--- src/hdl/stt_pkg.sv ---
// package for the source text tokenizer
// scan modes, result and token codes, character classes; no dependencies

package stt_pkg;

  localparam int OFFSET_BITS_DEF = 24;

  typedef enum logic [3:0] {
    MODE_IDLE,
    MODE_IDENT,
    MODE_OP,
    MODE_TAB,
    MODE_EOL,
    MODE_NUM,
    MODE_STR,
    MODE_CHR,
    MODE_HALT
  } scan_mode_e;

  localparam logic [1:0] RK_TOKEN = 2'd0;
  localparam logic [1:0] RK_DONE  = 2'd1;
  localparam logic [1:0] RK_ERROR = 2'd2;

  localparam logic [2:0] TK_IDENT  = 3'd0;
  localparam logic [2:0] TK_OP     = 3'd1;
  localparam logic [2:0] TK_INDENT = 3'd2;
  localparam logic [2:0] TK_EOL    = 3'd3;
  localparam logic [2:0] TK_NUMBER = 3'd4;
  localparam logic [2:0] TK_STRING = 3'd5;
  localparam logic [2:0] TK_GROUP  = 3'd6;
  localparam logic [2:0] TK_CHAR   = 3'd7;

  localparam logic [2:0] ERR_NONE      = 3'd0;
  localparam logic [2:0] ERR_UNKNOWN   = 3'd1;
  localparam logic [2:0] ERR_FLOAT_DOT = 3'd2;
  localparam logic [2:0] ERR_OPEN_STR  = 3'd3;
  localparam logic [2:0] ERR_OPEN_CHR  = 3'd4;

  localparam logic [1:0] SUB_BASE = 2'd0;
  localparam logic [1:0] SUB_ONE  = 2'd1;
  localparam logic [1:0] SUB_TWO  = 2'd2;

  localparam logic REG_START_OFFSET = 1'b0;

  localparam logic [7:0] CH_NUL    = 8'h00;
  localparam logic [7:0] CH_TAB    = 8'h09;
  localparam logic [7:0] CH_LF     = 8'h0a;
  localparam logic [7:0] CH_CR     = 8'h0d;
  localparam logic [7:0] CH_SPACE  = 8'h20;
  localparam logic [7:0] CH_BANG   = 8'h21;
  localparam logic [7:0] CH_DQUOTE = 8'h22;
  localparam logic [7:0] CH_HASH   = 8'h23;
  localparam logic [7:0] CH_AMP    = 8'h26;
  localparam logic [7:0] CH_SQUOTE = 8'h27;
  localparam logic [7:0] CH_LPAREN = 8'h28;
  localparam logic [7:0] CH_RPAREN = 8'h29;
  localparam logic [7:0] CH_STAR   = 8'h2a;
  localparam logic [7:0] CH_DOT    = 8'h2e;
  localparam logic [7:0] CH_SLASH  = 8'h2f;
  localparam logic [7:0] CH_ZERO   = 8'h30;
  localparam logic [7:0] CH_NINE   = 8'h39;
  localparam logic [7:0] CH_COLON  = 8'h3a;
  localparam logic [7:0] CH_AT     = 8'h40;
  localparam logic [7:0] CH_UP_A   = 8'h41;
  localparam logic [7:0] CH_UP_Z   = 8'h5a;
  localparam logic [7:0] CH_LBRACK = 8'h5b;
  localparam logic [7:0] CH_BSLASH = 8'h5c;
  localparam logic [7:0] CH_RBRACK = 8'h5d;
  localparam logic [7:0] CH_CARET  = 8'h5e;
  localparam logic [7:0] CH_UNDER  = 8'h5f;
  localparam logic [7:0] CH_LO_A   = 8'h61;
  localparam logic [7:0] CH_LO_Z   = 8'h7a;
  localparam logic [7:0] CH_LBRACE = 8'h7b;
  localparam logic [7:0] CH_PIPE   = 8'h7c;
  localparam logic [7:0] CH_RBRACE = 8'h7d;
  localparam logic [7:0] CH_TILDE  = 8'h7e;

  function automatic logic is_alpha(input logic [7:0] c);
    return (c >= CH_LO_A && c <= CH_LO_Z) || (c >= CH_UP_A && c <= CH_UP_Z);
  endfunction

  function automatic logic is_digit(input logic [7:0] c);
    return c >= CH_ZERO && c <= CH_NINE;
  endfunction

  function automatic logic is_op(input logic [7:0] c);
    return c == CH_BANG || (c >= CH_HASH && c <= CH_AMP) ||
           (c >= CH_STAR && c <= CH_SLASH) || (c >= CH_COLON && c <= CH_AT) ||
           c == CH_CARET || c == CH_UNDER || c == CH_PIPE || c == CH_TILDE;
  endfunction

  function automatic logic is_group(input logic [7:0] c);
    return c == CH_LPAREN || c == CH_RPAREN || c == CH_LBRACK ||
           c == CH_RBRACK || c == CH_LBRACE || c == CH_RBRACE;
  endfunction

endpackage

--- src/hdl/stt_scan.sv ---
// scanner core: token state registers and the per-byte next-state logic
// produces up to two results per accepted byte; depends on stt_pkg

module stt_scan #(
  parameter int OFFSET_BITS = stt_pkg::OFFSET_BITS_DEF,
  localparam int ResW = 9 + 4 * OFFSET_BITS
) (
  input  logic                   clk_i,
  input  logic                   rst_ni,
  input  logic                   valid_i,
  input  logic [7:0]             ch_i,
  input  logic                   cfg_we_i,
  input  logic [OFFSET_BITS-1:0] cfg_offset_i,
  output logic [ResW-1:0]        res0_o,
  output logic [ResW-1:0]        res1_o,
  output logic [1:0]             count_o
);
  import stt_pkg::*;

  localparam logic [OFFSET_BITS-1:0] PosMax = {OFFSET_BITS{1'b1}};

  typedef struct packed {
    logic [OFFSET_BITS-1:0] column;
    logic [OFFSET_BITS-1:0] row;
    logic [2:0]             error_code;
    logic [OFFSET_BITS-1:0] end_pos;
    logic [OFFSET_BITS-1:0] begin_pos;
    logic [2:0]             token_kind;
    logic [1:0]             result_kind;
    logic                   last;
  } res_t;

  function automatic logic [OFFSET_BITS-1:0] sat_inc(input logic [OFFSET_BITS-1:0] v);
    return (v == PosMax) ? v : v + 1'b1;
  endfunction

  scan_mode_e             mode_q, mode_d;
  logic [1:0]             sub_q, sub_d;
  logic [OFFSET_BITS-1:0] start_q, start_d;
  logic [OFFSET_BITS-1:0] pos_q, pos_d;
  logic [OFFSET_BITS-1:0] lcnt_q, lcnt_d;
  logic [OFFSET_BITS-1:0] lbeg_q, lbeg_d;

  logic                   redo;
  logic                   a_en, b_en;
  res_t                   a_res, b_res, r0, r1;
  logic [OFFSET_BITS-1:0] p, p_inc;

  always_ff @(posedge clk_i or negedge rst_ni) begin
    if (!rst_ni) begin
      mode_q  <= MODE_IDLE;
      sub_q   <= SUB_BASE;
      start_q <= '0;
      pos_q   <= '0;
      lcnt_q  <= '0;
      lbeg_q  <= '0;
    end else begin
      mode_q  <= mode_d;
      sub_q   <= sub_d;
      start_q <= start_d;
      pos_q   <= pos_d;
      lcnt_q  <= lcnt_d;
      lbeg_q  <= lbeg_d;
    end
  end

  always_comb begin
    p       = pos_q;
    p_inc   = sat_inc(pos_q);
    mode_d  = mode_q;
    sub_d   = sub_q;
    start_d = start_q;
    pos_d   = pos_q;
    lcnt_d  = lcnt_q;
    lbeg_d  = lbeg_q;
    redo    = 1'b0;
    a_en    = 1'b0;
    b_en    = 1'b0;
    a_res   = '0;
    b_res   = '0;

    // closing emission: token or error of the token in progress
    a_res.begin_pos = start_q;
    a_res.end_pos   = p;

    if (valid_i) begin
      pos_d = p_inc;
      unique case (mode_q)
        MODE_HALT: begin
          pos_d = pos_q;
        end
        MODE_IDENT: begin
          if (!(is_alpha(ch_i) || is_digit(ch_i))) begin
            a_en = 1'b1;
            a_res.token_kind = TK_IDENT;
            redo = 1'b1;
          end
        end
        MODE_OP: begin
          if (!is_op(ch_i)) begin
            a_en = 1'b1;
            a_res.token_kind = TK_OP;
            redo = 1'b1;
          end
        end
        MODE_TAB: begin
          if (ch_i != CH_TAB) begin
            a_en = 1'b1;
            a_res.token_kind = TK_INDENT;
            redo = 1'b1;
          end
        end
        MODE_EOL: begin
          if (ch_i != CH_LF && ch_i != CH_CR) begin
            a_en = 1'b1;
            a_res.token_kind = TK_EOL;
            lbeg_d = p;
            lcnt_d = sat_inc(lcnt_q);
            redo = 1'b1;
          end
        end
        MODE_NUM: begin
          if (sub_q == SUB_BASE) begin
            if (ch_i == CH_DOT) begin
              sub_d = SUB_ONE;
            end else if (!is_digit(ch_i)) begin
              a_en = 1'b1;
              a_res.token_kind = TK_NUMBER;
              redo = 1'b1;
            end
          end else if (sub_q == SUB_ONE) begin
            if (is_digit(ch_i)) begin
              sub_d = SUB_TWO;
            end else begin
              a_en = 1'b1;
              a_res.result_kind = RK_ERROR;
              a_res.error_code = ERR_FLOAT_DOT;
            end
          end else if (!is_digit(ch_i)) begin
            a_en = 1'b1;
            a_res.token_kind = TK_NUMBER;
            redo = 1'b1;
          end
        end
        MODE_STR: begin
          if (sub_q == SUB_ONE) begin
            if (ch_i == CH_NUL) begin
              a_en = 1'b1;
              a_res.result_kind = RK_ERROR;
              a_res.error_code = ERR_OPEN_STR;
            end else begin
              sub_d = SUB_BASE;
            end
          end else if (ch_i == CH_DQUOTE) begin
            a_en = 1'b1;
            a_res.token_kind = TK_STRING;
            a_res.end_pos = p_inc;
            mode_d = MODE_IDLE;
          end else if (ch_i == CH_BSLASH) begin
            sub_d = SUB_ONE;
          end else if (ch_i == CH_LF || ch_i == CH_NUL) begin
            a_en = 1'b1;
            a_res.result_kind = RK_ERROR;
            a_res.error_code = ERR_OPEN_STR;
          end
        end
        MODE_CHR: begin
          if (ch_i == CH_NUL) begin
            a_en = 1'b1;
            a_res.result_kind = RK_ERROR;
            a_res.error_code = ERR_OPEN_CHR;
          end else if (sub_q == SUB_BASE && ch_i == CH_BSLASH) begin
            sub_d = SUB_ONE;
          end else begin
            a_en = 1'b1;
            a_res.token_kind = TK_CHAR;
            a_res.end_pos = p_inc;
            mode_d = MODE_IDLE;
            sub_d = SUB_BASE;
          end
        end
        default: begin
          redo = 1'b1;
        end
      endcase

      if (a_en && a_res.result_kind == RK_ERROR) begin
        a_res.row    = lcnt_q;
        a_res.column = start_q - lbeg_q;
        mode_d = MODE_HALT;
        sub_d  = SUB_BASE;
      end

      // start of the next token
      if (redo) begin
        start_d = p;
        sub_d   = SUB_BASE;
        mode_d  = MODE_IDLE;
        b_res.begin_pos = p;
        b_res.end_pos   = p;
        if (is_alpha(ch_i)) begin
          mode_d = MODE_IDENT;
        end else if (ch_i == CH_SPACE) begin
          mode_d = MODE_IDLE;
        end else if (is_op(ch_i)) begin
          mode_d = MODE_OP;
        end else if (ch_i == CH_TAB) begin
          mode_d = MODE_TAB;
        end else if (ch_i == CH_LF || ch_i == CH_CR) begin
          mode_d = MODE_EOL;
        end else if (is_digit(ch_i)) begin
          mode_d = MODE_NUM;
        end else if (ch_i == CH_DQUOTE) begin
          mode_d = MODE_STR;
        end else if (is_group(ch_i)) begin
          b_en = 1'b1;
          b_res.token_kind = TK_GROUP;
          b_res.end_pos = p_inc;
        end else if (ch_i == CH_SQUOTE) begin
          mode_d = MODE_CHR;
        end else if (ch_i == CH_NUL) begin
          b_en = 1'b1;
          b_res.result_kind = RK_DONE;
          b_res.begin_pos = '0;
          b_res.end_pos = '0;
          mode_d = MODE_HALT;
        end else begin
          b_en = 1'b1;
          b_res.result_kind = RK_ERROR;
          b_res.error_code = ERR_UNKNOWN;
          b_res.row = lcnt_d;
          b_res.column = p - lbeg_d;
          mode_d = MODE_HALT;
        end
      end
    end

    if (cfg_we_i) begin
      pos_d = cfg_offset_i;
    end
  end

  always_comb begin
    r0 = a_en ? a_res : b_res;
    r1 = b_res;
    r0.last = !(a_en && b_en);
    r1.last = 1'b1;
  end

  assign res0_o  = r0;
  assign res1_o  = r1;
  assign count_o = {1'b0, a_en} + {1'b0, b_en};

endmodule

--- src/hdl/source_text_tokenizer.sv ---
// top level of the source text tokenizer: config register, scanner, result queue
// depends on stt_pkg and stt_scan
//
//   port group    dir   holds
//   s_axis_*      in    item: source byte ch, zero ends the text
//   m_axis_*      out   item: result fields, tlast marks the last one of a byte
//   apb           in    register start_offset at address 0
//
// one byte is taken per cycle while the queue has room; state updates at the accept
// edge and its results enter a four-entry queue in the same edge, shown once
// older results are read; a group, NUL or unknown byte closing a token gives two
// results; s_axis_tready_o is high while the queue has room for two results
// reset clears scanner state, queue and start offset; no clearing pass

module source_text_tokenizer #(
  parameter int OFFSET_BITS = stt_pkg::OFFSET_BITS_DEF,
  localparam int TdataW = ((8 + 4 * OFFSET_BITS + 7) / 8) * 8
) (
  input  logic              clk_i,
  input  logic              rst_ni,
  input  logic              s_axis_tvalid_i,
  output logic              s_axis_tready_o,
  input  logic [7:0]        s_axis_tdata_i,   // ch
  output logic              m_axis_tvalid_o,
  input  logic              m_axis_tready_i,
  // result_kind, token_kind, begin_pos, end_pos, error_code, row, column
  output logic [TdataW-1:0] m_axis_tdata_o,
  output logic              m_axis_tlast_o,
  input  logic              psel_i,
  input  logic              penable_i,
  input  logic              pwrite_i,
  input  logic [2:0]        paddr_i,
  input  logic [31:0]       pwdata_i,
  output logic [31:0]       prdata_o,
  output logic              pready_o
);
  import stt_pkg::*;

  localparam int ResW  = 9 + 4 * OFFSET_BITS;
  localparam int Depth = 4;
  localparam int PtrW  = $clog2(Depth);
  localparam int CntW  = $clog2(Depth + 1);

  typedef struct packed {
    logic [OFFSET_BITS-1:0] column;
    logic [OFFSET_BITS-1:0] row;
    logic [2:0]             error_code;
    logic [OFFSET_BITS-1:0] end_pos;
    logic [OFFSET_BITS-1:0] begin_pos;
    logic [2:0]             token_kind;
    logic [1:0]             result_kind;
    logic                   last;
  } res_t;

  logic [OFFSET_BITS-1:0] start_q;
  logic                   cfg_we;
  logic                   in_acc, out_acc;
  logic [ResW-1:0]        res0_v, res1_v;
  res_t                   res0, res1, head;
  logic [1:0]             push_n;
  res_t                   queue_q [Depth];
  logic [PtrW-1:0]        wr_q, rd_q;
  logic [CntW-1:0]        cnt_q, cnt_d;

  // config port
  assign pready_o = 1'b1;
  assign cfg_we   = psel_i && penable_i && pwrite_i && (paddr_i[2] == REG_START_OFFSET);
  assign prdata_o = (paddr_i[2] == REG_START_OFFSET) ? 32'(start_q) : '0;

  always_ff @(posedge clk_i or negedge rst_ni) begin
    if (!rst_ni) begin
      start_q <= '0;
    end else if (cfg_we) begin
      start_q <= pwdata_i[OFFSET_BITS-1:0];
    end
  end

  assign in_acc  = s_axis_tvalid_i && s_axis_tready_o;
  assign out_acc = m_axis_tvalid_o && m_axis_tready_i;

  stt_scan #(
    .OFFSET_BITS(OFFSET_BITS)
  ) u_scan (
    .clk_i       (clk_i),
    .rst_ni      (rst_ni),
    .valid_i     (in_acc),
    .ch_i        (s_axis_tdata_i),
    .cfg_we_i    (cfg_we),
    .cfg_offset_i(pwdata_i[OFFSET_BITS-1:0]),
    .res0_o      (res0_v),
    .res1_o      (res1_v),
    .count_o     (push_n)
  );

  assign res0 = res0_v;
  assign res1 = res1_v;

  // result queue, up to two writes and one read per cycle; a read waits for m_axis_tready_i
  always_ff @(posedge clk_i) begin
    if (push_n != 2'd0) begin
      queue_q[wr_q] <= res0;
    end
    if (push_n == 2'd2) begin
      queue_q[wr_q + 1'b1] <= res1;
    end
  end

  always_comb begin
    cnt_d = cnt_q + CntW'(push_n) - CntW'(out_acc);
  end

  always_ff @(posedge clk_i or negedge rst_ni) begin
    if (!rst_ni) begin
      wr_q  <= '0;
      rd_q  <= '0;
      cnt_q <= '0;
    end else begin
      wr_q  <= wr_q + PtrW'(push_n);
      rd_q  <= rd_q + PtrW'(out_acc);
      cnt_q <= cnt_d;
    end
  end

  assign s_axis_tready_o = (cnt_q <= CntW'(Depth - 2));
  assign m_axis_tvalid_o = (cnt_q != '0);
  assign head            = queue_q[rd_q];
  assign m_axis_tlast_o  = head.last;
  assign m_axis_tdata_o  = TdataW'({head.column, head.row, head.error_code, head.end_pos,
                                    head.begin_pos, head.token_kind, head.result_kind});

  a_cnt_bound: assert property (@(posedge clk_i) disable iff (!rst_ni)
    cnt_q <= CntW'(Depth))
    else $error("result queue overfilled");

  a_push_needs_accept: assert property (@(posedge clk_i) disable iff (!rst_ni)
    !in_acc |-> push_n == 2'd0)
    else $error("result pushed without an accepted item");

  a_last_single: assert property (@(posedge clk_i) disable iff (!rst_ni)
    push_n == 2'd1 |-> res0.last)
    else $error("single result lacks last");

  a_last_pair: assert property (@(posedge clk_i) disable iff (!rst_ni)
    push_n == 2'd2 |-> !res0.last && res1.last)
    else $error("result pair has wrong last marks");

  a_drain: assert property (@(posedge clk_i) disable iff (!rst_ni)
    out_acc && cnt_q == CntW'(1) && push_n == 2'd0 |=> !m_axis_tvalid_o)
    else $error("queue shows a result after draining");

endmodule
--- config.mk ---
export PLATFORM = sky130hd
export DESIGN_NAME = source_text_tokenizer
export DESIGN_NICKNAME = d
export VERILOG_FILES = /design/src/hdl/stt_pkg.sv /design/src/hdl/stt_scan.sv /design/src/hdl/source_text_tokenizer.sv
export SDC_FILE = /design/constraint.sdc
export NUM_CORES = 1
export LEC_CHECK = 0
export BUFFER_PORTS_ARGS = -buffer_cell sky130_fd_sc_hd__buf_4
export CORE_ASPECT_RATIO = 1.25
export CORE_MARGIN = 5
export CORE_UTILIZATION = 55
export DETAILED_ROUTE_END_ITERATION = 7
export PLACE_DENSITY = 0.72
export SETUP_SLACK_MARGIN = 0.2
export SLEW_MARGIN = 10
export SYNTH_ARGS = -nofsm -noshare
export SYNTH_HDL_FRONTEND = slang
export SYNTH_SLANG_ARGS = --single-unit
--- constraint.sdc ---
create_clock -name clk_i -period 14.6 [get_ports clk_i]
set_input_delay 0.73 -clock clk_i [delete_from_list [all_inputs] [get_ports clk_i]]
set_output_delay 0.73 -clock clk_i [all_outputs]
set_load 0.05 [all_outputs]
### After elaboration in Yosys (flattened, before gate mapping)

Memory sizes are Yosys's and may differ from the RTL's.
Index checks and enable logic that the tools add are counted.

| cells by class | value |
|---|---|
| multipliers | 0 |
| div/mod/pow operators | 0 |
| reductions and logical operators | 44 |
| shift operators | 0 |
| bitwise gates (word level) | 1 |
| $add $sub $neg | 10 |
| mux-type cells | 136 |
| magnitude comparators | 13 |
| equality and inequality tests | 46 |

Operator list:

| operator | number |
|---|---|
| 104-bit two-way mux | 9 |
| 24-bit two-way mux | 17 |
| 105-bit two-way mux | 1 |
| 51-bit two-way mux | 2 |
| 99-bit two-way mux | 1 |
| 48-bit two-way mux | 2 |
| 75-bit two-way mux | 1 |
| 8-bit by 7-bit equality test with 1-bit output, second input constant | 9 |
| 4-bit two-way mux | 15 |
| 2-bit two-way mux | 29 |
| 8-bit by 6-bit equality test with 1-bit output, second input constant | 7 |
| 24-bit by 1-bit adder with 24-bit output, second input constant | 2 |
| 24-bit equality test, second input constant | 2 |
| 24-bit one-hot mux with 2 select lines | 1 |
| 24-bit subtractor | 2 |
| 3-bit two-way mux | 14 |
| 1-bit two-way mux | 36 |
| 8-bit by 6-bit greater-or-equal comparator with 1-bit output, second input constant | 4 |
| 8-bit by 4-bit equality test with 1-bit output, second input constant | 3 |
| 8-bit by 6-bit <= comparator with 1-bit output, second input constant | 3 |
| 8-bit by 7-bit <= comparator with 1-bit output, second input constant | 3 |
| 8-bit by 4-bit != test with 1-bit output, second input constant | 3 |
| 3-bit one-hot mux with 6 select lines | 1 |
| 4-bit by 3-bit equality test with 1-bit output, second input constant | 4 |
| 39 further kinds | 79 |

| storage, ports and cells | value |
|---|---|
| word-level logic and storage cells | 261 |
| ROM bits | 0 |
| input bits | 50 |
| memories kept | 1 |
| memory bits (writable) | 420 |
| latch bits | 0 |
| register bits | 133 |
| output and inout port bits | 140 |

Memory list:

| memory | depth | bits a word | read ports | clocked after memory_dff | wr ports | RTL line | RTL |
|---|---|---|---|---|---|---|---|
| queue_q | 4 | 105 | 1 | 0 | 2 | source_text_tokenizer.sv:61 | `res_t queue_q [Depth];` |

### Depth between registers and ports, before layout

Gate-level depths: netlist of run 1.

| depth | value |
|---|---|
| depth after elaboration | 20 |
| mapped depth | 21 |
| mapped depth without buffers | 16 |

### Hierarchy

A second synthesis of run 1 with hierarchy kept.

| unflattened totals | value |
|---|---|
| cells, all modules | 2613 |
| area, all modules | 32563.7 um^2 |

By module, submodules not included:

| module | instances | cells an instance | area an instance (um^2) |
|---|---|---|---|
| source_text_tokenizer | 1 | 1148 | 21710.8 |
| stt_scan | 1 | 1465 | 10852.9 |

### Worst setup path after synthesis of run 1

OpenSTA, ideal clock, no wires.

| path | value |
|---|---|
| path type | input-to-reg |
| from | input port s_axis_tdata_i[0] |
| to | memory queue_q[2][100] (netlist name), enable pin |
| arrival time | 5.857 ns |
| path slack | 8.288 ns |
| stages | 13 |
| buffers on the path | 3 |
| data required time | 14.145 ns |
| setup time | 0.455 ns |
| cells stage by stage | buf_6 > nor4_2 > and2b_1 > o21ai_1 > or4_4 > a41oi_2 > inv_2 > buf_2 > ha_1 > nor3b_1 > clkbuf_1 > nor2_1 > inv_1 |

RTL lines:

| item | RTL line | RTL |
|---|---|---|
| start, declared | source_text_tokenizer.sv:23 | `input logic [7:0] s_axis_tdata_i,` |
| end, declared | source_text_tokenizer.sv:61 |  |

==> key figures, run 1 <==
Timing
  • Worst rel slew slack: 17.4%
  • Setup TNS Final: 0 ns
  • Setup-failing EPs final: 0
  • Final period utilization: 45.4%
  • RSZ-0062 raised after global routing: false
  • Setup ws final: 7.98 ns
  • Fmax: 0.151 GHz
  • Fin crit period: 6.62 ns
  • Min Hold Slack: 0.198 ns
  • Setup Skew: 0.0132 ns
  • Worst Max-Slew Pin Slew: 1.24 ns
  • Final Hold Fails: 0
  • Max Slew Vio Count: 0

Logic synthesis
  • Synth Register Bits: 553
  • Largest cells by area after synthesis: edfxtp_1 (39%), dfrtp_1 (11%), mux4_2 (7.6%)
  • Synth area leader: edfxtp_1
  • Synth Cell Area: 0.0310 sq mm
  • YS warnings: 0
  • Synth Flop Type: edfxtp_1
  • Synthesized area per cell: 11.2 sq um
  • Number of synthesized flops with an enable pin: 404
  • Cells after synthesis: 2762
  • Library cells used by synthesis: 106
  • Ys async rst share: 24.1%
  • Share of the yosys chip area belonging to registers: 50.8%
  • Area share of the largest cell type after synthesis: 39.1%

Status
  • Status: finished clean

Die
  • Die X: 223 um
  • Core area: 0.0559 sq mm
  • Die Span Y: 276 um
  • Initial Utilization: 55.5%
  • Die Area: 0.0613 sq mm
  • Number of core rows: 97
  • I/O pin count: 190

Clocking
  • CTS sink count: 553
  • PostCTS Resize Cnt: 0
  • Cts hold-fix bufs: 0
  • Clock slew at reported path FFs: 0.07 ns
  • CTS tree: done
  • CTS Root Cell: clkbuf_16
  • Total CTS buffers: 56
  • Clk Latency, worst-skew pair: 0.62 ns
  • Max Root-Sink Buffers: 3
  • Postcts setup bufs: 0
  • CTS H-Tree Depth: 2

Placement
  • Gpl congestion: 0.963
  • Dpl hpwl: 64400 um
  • Setup WS pre-CTS: 7.73 ns
  • I/O Buffers: 170
  • Post-DP Area: 0.0327 sq mm

Cells and area
  • Commonest non-fill, non-tap cell in the layout: edfxtp_1
  • Area Overhead vs Synth: 11.5%
  • Layout cells sized above 1: 18.3%
  • Final instance area: 0.0346 sq mm
  • Final nets: 2911
  • Commonest cells after routing, fill and taps aside: edfxtp_1 (404), nand2_1 (290), buf_4 (221), a22o_1 (175), o22ai_1 (165)
  • Fillers: 4374
  • N_diodes: 0

GRT
  • Grt total ovfl: 0
  • Initial antenna violation count: 0
  • First-pass GRT wire length: 148000 um
  • Largest net degree at the start of global routing: 93
  • Tot GR Track Use: 31.2%
  • Number of global-route vias before repair: 24900

Drt
  • Vias per cell: 6.84
  • Drc violations: 0
  • Routed len/inst: 27.2 um
  • Via count: 24700
  • Routed Wire Length: 98100 um
  • TritonRoute pass-1 iters: 6
  • Final ANT Viol Nets: 0
  • DRT iter0 DRCs: 2922

Critical path
  • Max FO, Critical Path: 56
  • Req. time, crit path: 14.84 ns
  • Critical path launch point: u_scan.mode_q[2]$_DFFE_PN0P_
  • Startpoint Class: register
  • R2r worst-path depth: 12
  • Reg2reg start: u_scan.mode_q[2]$_DFFE_PN0P_
  • CP endpoint kind: register
  • Crit path DAT: 6.86 ns
  • Setup CP Type: reg -> reg

Power
  • Maximum vdd drop: 0.0985 mV
  • LEAKAGE: 11.3 nW
  • Pwr Density: 116 mW/mm^2
  • Power, Total: 0.00401 W

Run
  • Max_cap viols: 0

Hold path
  • HP Class: in -> async
==> synth_stat cells (8+ instances only) <==
cell and n:
o21ai_0 149, dfrtp_1 133, nand4_1 21, dfxtp_1 16, a31oi_1 16, o211ai_1 23, o21a_1 11, a21oi_1 66
nand2_1 290, nor2_2 10, clkbuf_1 138, ha_1 41, maj3_1 10, edfxtp_1 404, o31ai_1 14, and2_1 9
nor3b_1 9, buf_4 13, o2bb2ai_1 11, nand2b_1 24, o32ai_1 8, nor2b_1 42, o22ai_1 165, nand3_1 49
buf_2 53, nor3_1 63, or3_1 16, nor3_2 8, xnor2_1 95, xor2_1 24, a22o_1 175, mux4_2 105
o21ai_1 50, inv_1 59, a21o_1 57, nor2_1 158, and3_1 14, buf_1 22, mux2_2 27, nor4_1 11
==> power breakdown <==
group / switching [W] / internal, W
clock: 0.000632 / 0.000890
combinational: 0.000399 / 0.000263
sequential: 0.000130 / 0.00170
total: 0.00116 / 0.00285
==> kinds of logic (layout without fill, tap and decap cells) <==
family	Yosys count	count (layout)	synth area share, %
AO/OA/AOI/OAI	829	829	18.5
XOR/XNOR	119	119	3.36
adder cells (fa/ha/maj)	54	54	2.17
buffers and inverters	294	388	4.07
flip-flops	553	553	50.8
multiplexers	138	138	8.79
other	2	9	0.0242
AND/OR/NAND/NOR	773	773	12.2
==> layer usage <==
layer	wire, um	global-route usage, %
met5	0	0
met4	6480	18.3
met3	8660	5.41
met2	47700	52.4
met1	35200	38.1
==> registers in the layout, indices dropped and copies added (netlist names) <==
register	cells
u_scan.sub_q	2
queue_q	420
start_q	24
u_scan.lbeg_q	24
u_scan.start_q	24
u_scan.lcnt_q	24
u_scan.p	24
rd_q	2
wr_q	2
u_scan.mode_q	4
cnt_q	3
==> through the flow <==
stage	util, %	instances
5_1_grt	61.9	3605
4_1_cts	61.9	3605
6_report	61.9	3605
3_3_place_gp	58.4	3501
3_5_place_dp	58.4	3501
2_1_floorplan	-	2769
==> worst max-delay path: stages (launching register included) <==
cell and delay, ns:
dfrtp_1 0.67, nor4b_2 0.68, mux2i_1 0.16, a32oi_1 0.25, o22ai_2 0.17, a41o_2 0.56, nor2_1 0.32, ha_1 0.42
inv_1 0.23, nor3_1 0.90, nor2_1 0.30, inv_4 0.74, buf_4 0.80
==> final cells by class <==
cell class / count / area (sq um) / area share (%)
clock inverters: 27 / 333 / 0.961
well taps: 742 / 928 / 2.68
clock buffers: 77 / 1600 / 4.61
inverters: 62 / 243 / 0.701
repair buffers: 222 / 1670 / 4.82
flip-flops and latches: 553 / 15800 / 45.6
multi-input cells: 1922 / 14100 / 40.6
==> path summary, 6_finish.rpt <==
kind	end	slack [ns]
hold reg to reg	start_q[19]$_DFFE_PN0P_	0.48
setup / recovery	queue_q[1][25]$_DFFE_PP_	7.98
max in group asynchronous	u_scan.lcnt_q[8]$_DFFE_PN0P_	13.11
setup reg to reg	queue_q[1][25]$_DFFE_PP_	7.98
min in group clk_i	start_q[15]$_DFFE_PN0P_	0.31
hold / removal	u_scan.mode_q[3]$_DFFE_PN0P_	0.20
No activity file was read; power rests on OpenSTA's default activity.
==> inputs of run 2 (changes only) <==
- PLACE_DENSITY: 0.72 -> 0.75
- clock period: 14.6 -> 5.9 ns (I/O delays scaled with it)
==> key figures, run 2 (same netlist as run 1, synthesis figures left out) <==
Status
  • Status: finished clean

GRT
  • Initial antenna violation count: 1 (+1)
  • Largest net degree at the start of global routing: 76 (-18%)
  • Number of global-route vias before repair: 24800 (-0.48%)
  • Grt total ovfl: 0 (unchanged)
  • Tot GR Track Use: 30.9% (-0.27 points)
  • First-pass GRT wire length: 148000 um (-0.49%)

Power
  • Switch Pwr: 0.00282 W (+140%)
  • Clock share of power: 36.0% (-1.9 points)
  • Pwr Density: 276 mW/mm^2 (+140%)
  • Int Power: 0.00684 W (+140%)
  • LEAKAGE: 11.3 nW (+0.68%)
  • Comb power frac: 17.7% (+1.2 points)
  • Sw frac: 29.2% (+0.26 points)
  • Maximum vdd drop: 0.246 mV (+150%)
  • Seq pwr share: 46.3% (+0.7 points)
  • Power, Total: 0.00966 W (+140%)

Hold path
  • HP Class: in -> reg
  • Hold Startpoint: m_axis_tready_i
  • Hold Path End: rd_q[0]$_DFF_PN0_
  • Hold Path Cell Cnt: 3

Drt
  • Vias per cell: 6.85 (about the same)
  • TritonRoute pass-1 iters: 6 (unchanged)
  • WL met2: 48100 um (+0.80%)
  • M1 wire length: 35000 um (-0.73%)
  • Routed len/inst: 26.9 um (-1.2%)
  • WL met3: 8810 um (+1.7%)
  • DRT iter0 DRCs: 3104 (+6.2%)
  • Drc violations: 0 (unchanged)
  • Max Used Layer: met4
  • Routed Wire Length: 97700 um (-0.37%)
  • Final ANT Viol Nets: 0 (unchanged)
  • Via count: 24900 (+0.90%)

Clocking
  • Total CTS buffers: 52 (-7.1%)
  • CTS H-Tree Depth: 2 (unchanged)
  • CTS Root Cell: clkbuf_16
  • CTS sink count: 553 (unchanged)
  • Clk Latency, worst-skew pair: 0.61 ns (about the same)
  • CTS tree: done
  • Max Root-Sink Buffers: 3 (unchanged)
  • PostCTS Resize Cnt: 0 (unchanged)
  • Clock slew at reported path FFs: 0.07 ns (about the same)

Critical path
  • Setup CP Type: reg -> reg
  • Max FO, Critical Path: 27 (-52%)
  • Reg2reg start: u_scan.mode_q[2]$_DFFE_PN0P_
  • Req. time, crit path: 6.37 ns (-8.47 ns)
  • R2R Setup Slk: 0.74 ns (-7.23 ns)
  • R2r worst-path depth: 10 (-2)
  • CP endpoint kind: register
  • Crit path DAT: 5.63 ns (-1.23 ns)
  • Startpoint Class: register
  • FF-to-FF End: queue_q[3][78]$_DFFE_PP_

Run
  • Max_cap viols: 0 (unchanged)

Die
  • Core area: 0.0559 sq mm (unchanged)
  • Number of core rows: 97 (unchanged)
  • Die Area: 0.0613 sq mm (unchanged)
  • Die X: 223 um (unchanged)
  • Die Span Y: 276 um (unchanged)
  • I/O pin count: 190 (unchanged)
  • Initial Utilization: 55.5% (unchanged)

Timing
  • Fmax: 0.194 GHz (+28%)
  • Setup TNS Final: 0 ns (unchanged)
  • Worst Max-Slew Pin Slew: 1.20 ns (-0.0326 ns)
  • Max Slew Vio Count: 0 (unchanged)
  • Setup Skew: 0.0188 ns (+0.00555 ns)
  • Setup-failing EPs final: 0 (unchanged)
  • Worst rel slew slack: 19.6% (+2.2 points)
  • Fin crit period: 5.16 ns (-1.47 ns)
  • Final period utilization: 87.4% (+42 points)
  • Final Hold Fails: 0 (unchanged)
  • RSZ-0062 raised after global routing: false
  • Setup ws final: 0.743 ns (-7.23 ns)

Cells and area
  • Final nets: 2945 (+1.2%)
  • Commonest non-fill, non-tap cell in the layout: edfxtp_1
  • Commonest cells after routing, fill and taps aside: edfxtp_1 (404), nand2_1 (290), buf_4 (223), a22o_1 (175), o22ai_1 (165)
  • Area Overhead vs Synth: 12.5%
  • Multi-input gate area: 0.0141 sq mm (about the same)
  • N_diodes: 0 (unchanged)
  • Final std cells w/o fill: 3634 (+0.80%)
  • Biggest register: queue_q
  • Number of flip-flops in the largest register: 420 (unchanged)
  • Fillers: 4243 (-3.0%)
  • Reg area: 0.0158 sq mm (unchanged)
  • Layout cells sized above 1: 18.2% (-0.11 points)

Placement
  • Placed instance count: 3514 (+0.37%)
  • Gpl congestion: 0.958 (-0.54%)
  • Dpl hpwl: 65300 um (+1.3%)
  • I/O Buffers: 170 (unchanged)
  • Setup WS pre-CTS: 0.864 ns (-6.86 ns)
-- run 2: cell types whose count changed in the layout (fill, tap and decap cells not counted), sizes merged --
cell         previous run  this run
bufinv                  7         5
clkinvlp                4        12
inv                    63        64
clkbuf                 77        65
buf                   222       235
dlygate4sd3             0        25
clkinv                 15        11
-- run 2: worst max-delay path by stage --
stage | startpoint | to | slack, ns | cells after the start
5_1_grt | u_scan.mode_q[2]$_DFFE_PN0P_ | queue_q[2][57]$_DFFE_PP_ | 0.54 | 12
3_5_place_dp | u_scan.mode_q[2]$_DFFE_PN0P_ | queue_q[3][78]$_DFFE_PP_ | 0.86 | 10
3_3_place_gp | s_axis_tdata_i[3] | queue_q[1][74]$_DFFE_PP_ | 1.02 | 14
4_1_cts | u_scan.mode_q[2]$_DFFE_PN0P_ | queue_q[3][78]$_DFFE_PP_ | 0.85 | 10
6_report | u_scan.mode_q[2]$_DFFE_PN0P_ | queue_q[3][78]$_DFFE_PP_ | 0.74 | 10
2_1_floorplan | cnt_q[1]$_DFF_PN0_ | queue_q[0][100]$_DFFE_PP_ | 0.30 | 10
-- run 2: power by group through the flow --
stage / Clock (W) / Sequential (W) / Combinational (W)
after CTS: 0.00349 / 0.00446 / 0.00170
final: 0.00348 / 0.00447 / 0.00171
after global placement: 0 / 0.00453 / 0.00166
after floorplan: 0 / 0.00433 / 0.00136
after global routing: 0.00365 / 0.00448 / 0.00183
after detailed placement: 0 / 0.00454 / 0.00169
-- run 2: per-stage QoR --
stage / utilization, % / hold slack (ns) / instance area, sq um
after floorplan: - / -0.000591 / 31100
after global placement: 58.9 / 0.360 / 32900
after detailed placement: 58.9 / 0.366 / 32900
after CTS: 62.4 / 0.0398 / 34900
after global routing: 62.4 / 0.0803 / 34900
final: 62.4 / 0.0667 / 34900
-- run 2: cell type report --
type                    instances  area share, %
clock buffers                  65           4.13
clock inverters                30          0.863
inverters                      62          0.706
multi-input cells            1922           40.3
flip-flops and latches        553           45.2
well taps                     742           2.66
repair buffers                260           6.17
-- run 2: what timing repair did --
action                    4_1_cts  5_1_grt
hold buffers                   25        0
hold endpoints to repair      106        0
setup buffers                   0        0
-- run 2: worst max-delay path: stages, from the launching register on --
cell	delay [ns]
dfrtp_1	0.66
nor4b_2	0.66
mux2i_1	0.16
a32oi_1	0.26
o22ai_2	0.17
a41oi_2	0.43
inv_2	0.38
ha_1	0.42
or2_2	0.62
nor2_1	0.93
a22o_1	0.29
-- run 2: per-layer routing --
layer / vias up / track usage (%)
li1: 10800 / -
met4: 0 / 15.8
met1: 12200 / 38.0
met3: 321 / 4.86
met2: 1564 / 53.2
met5: - / 0
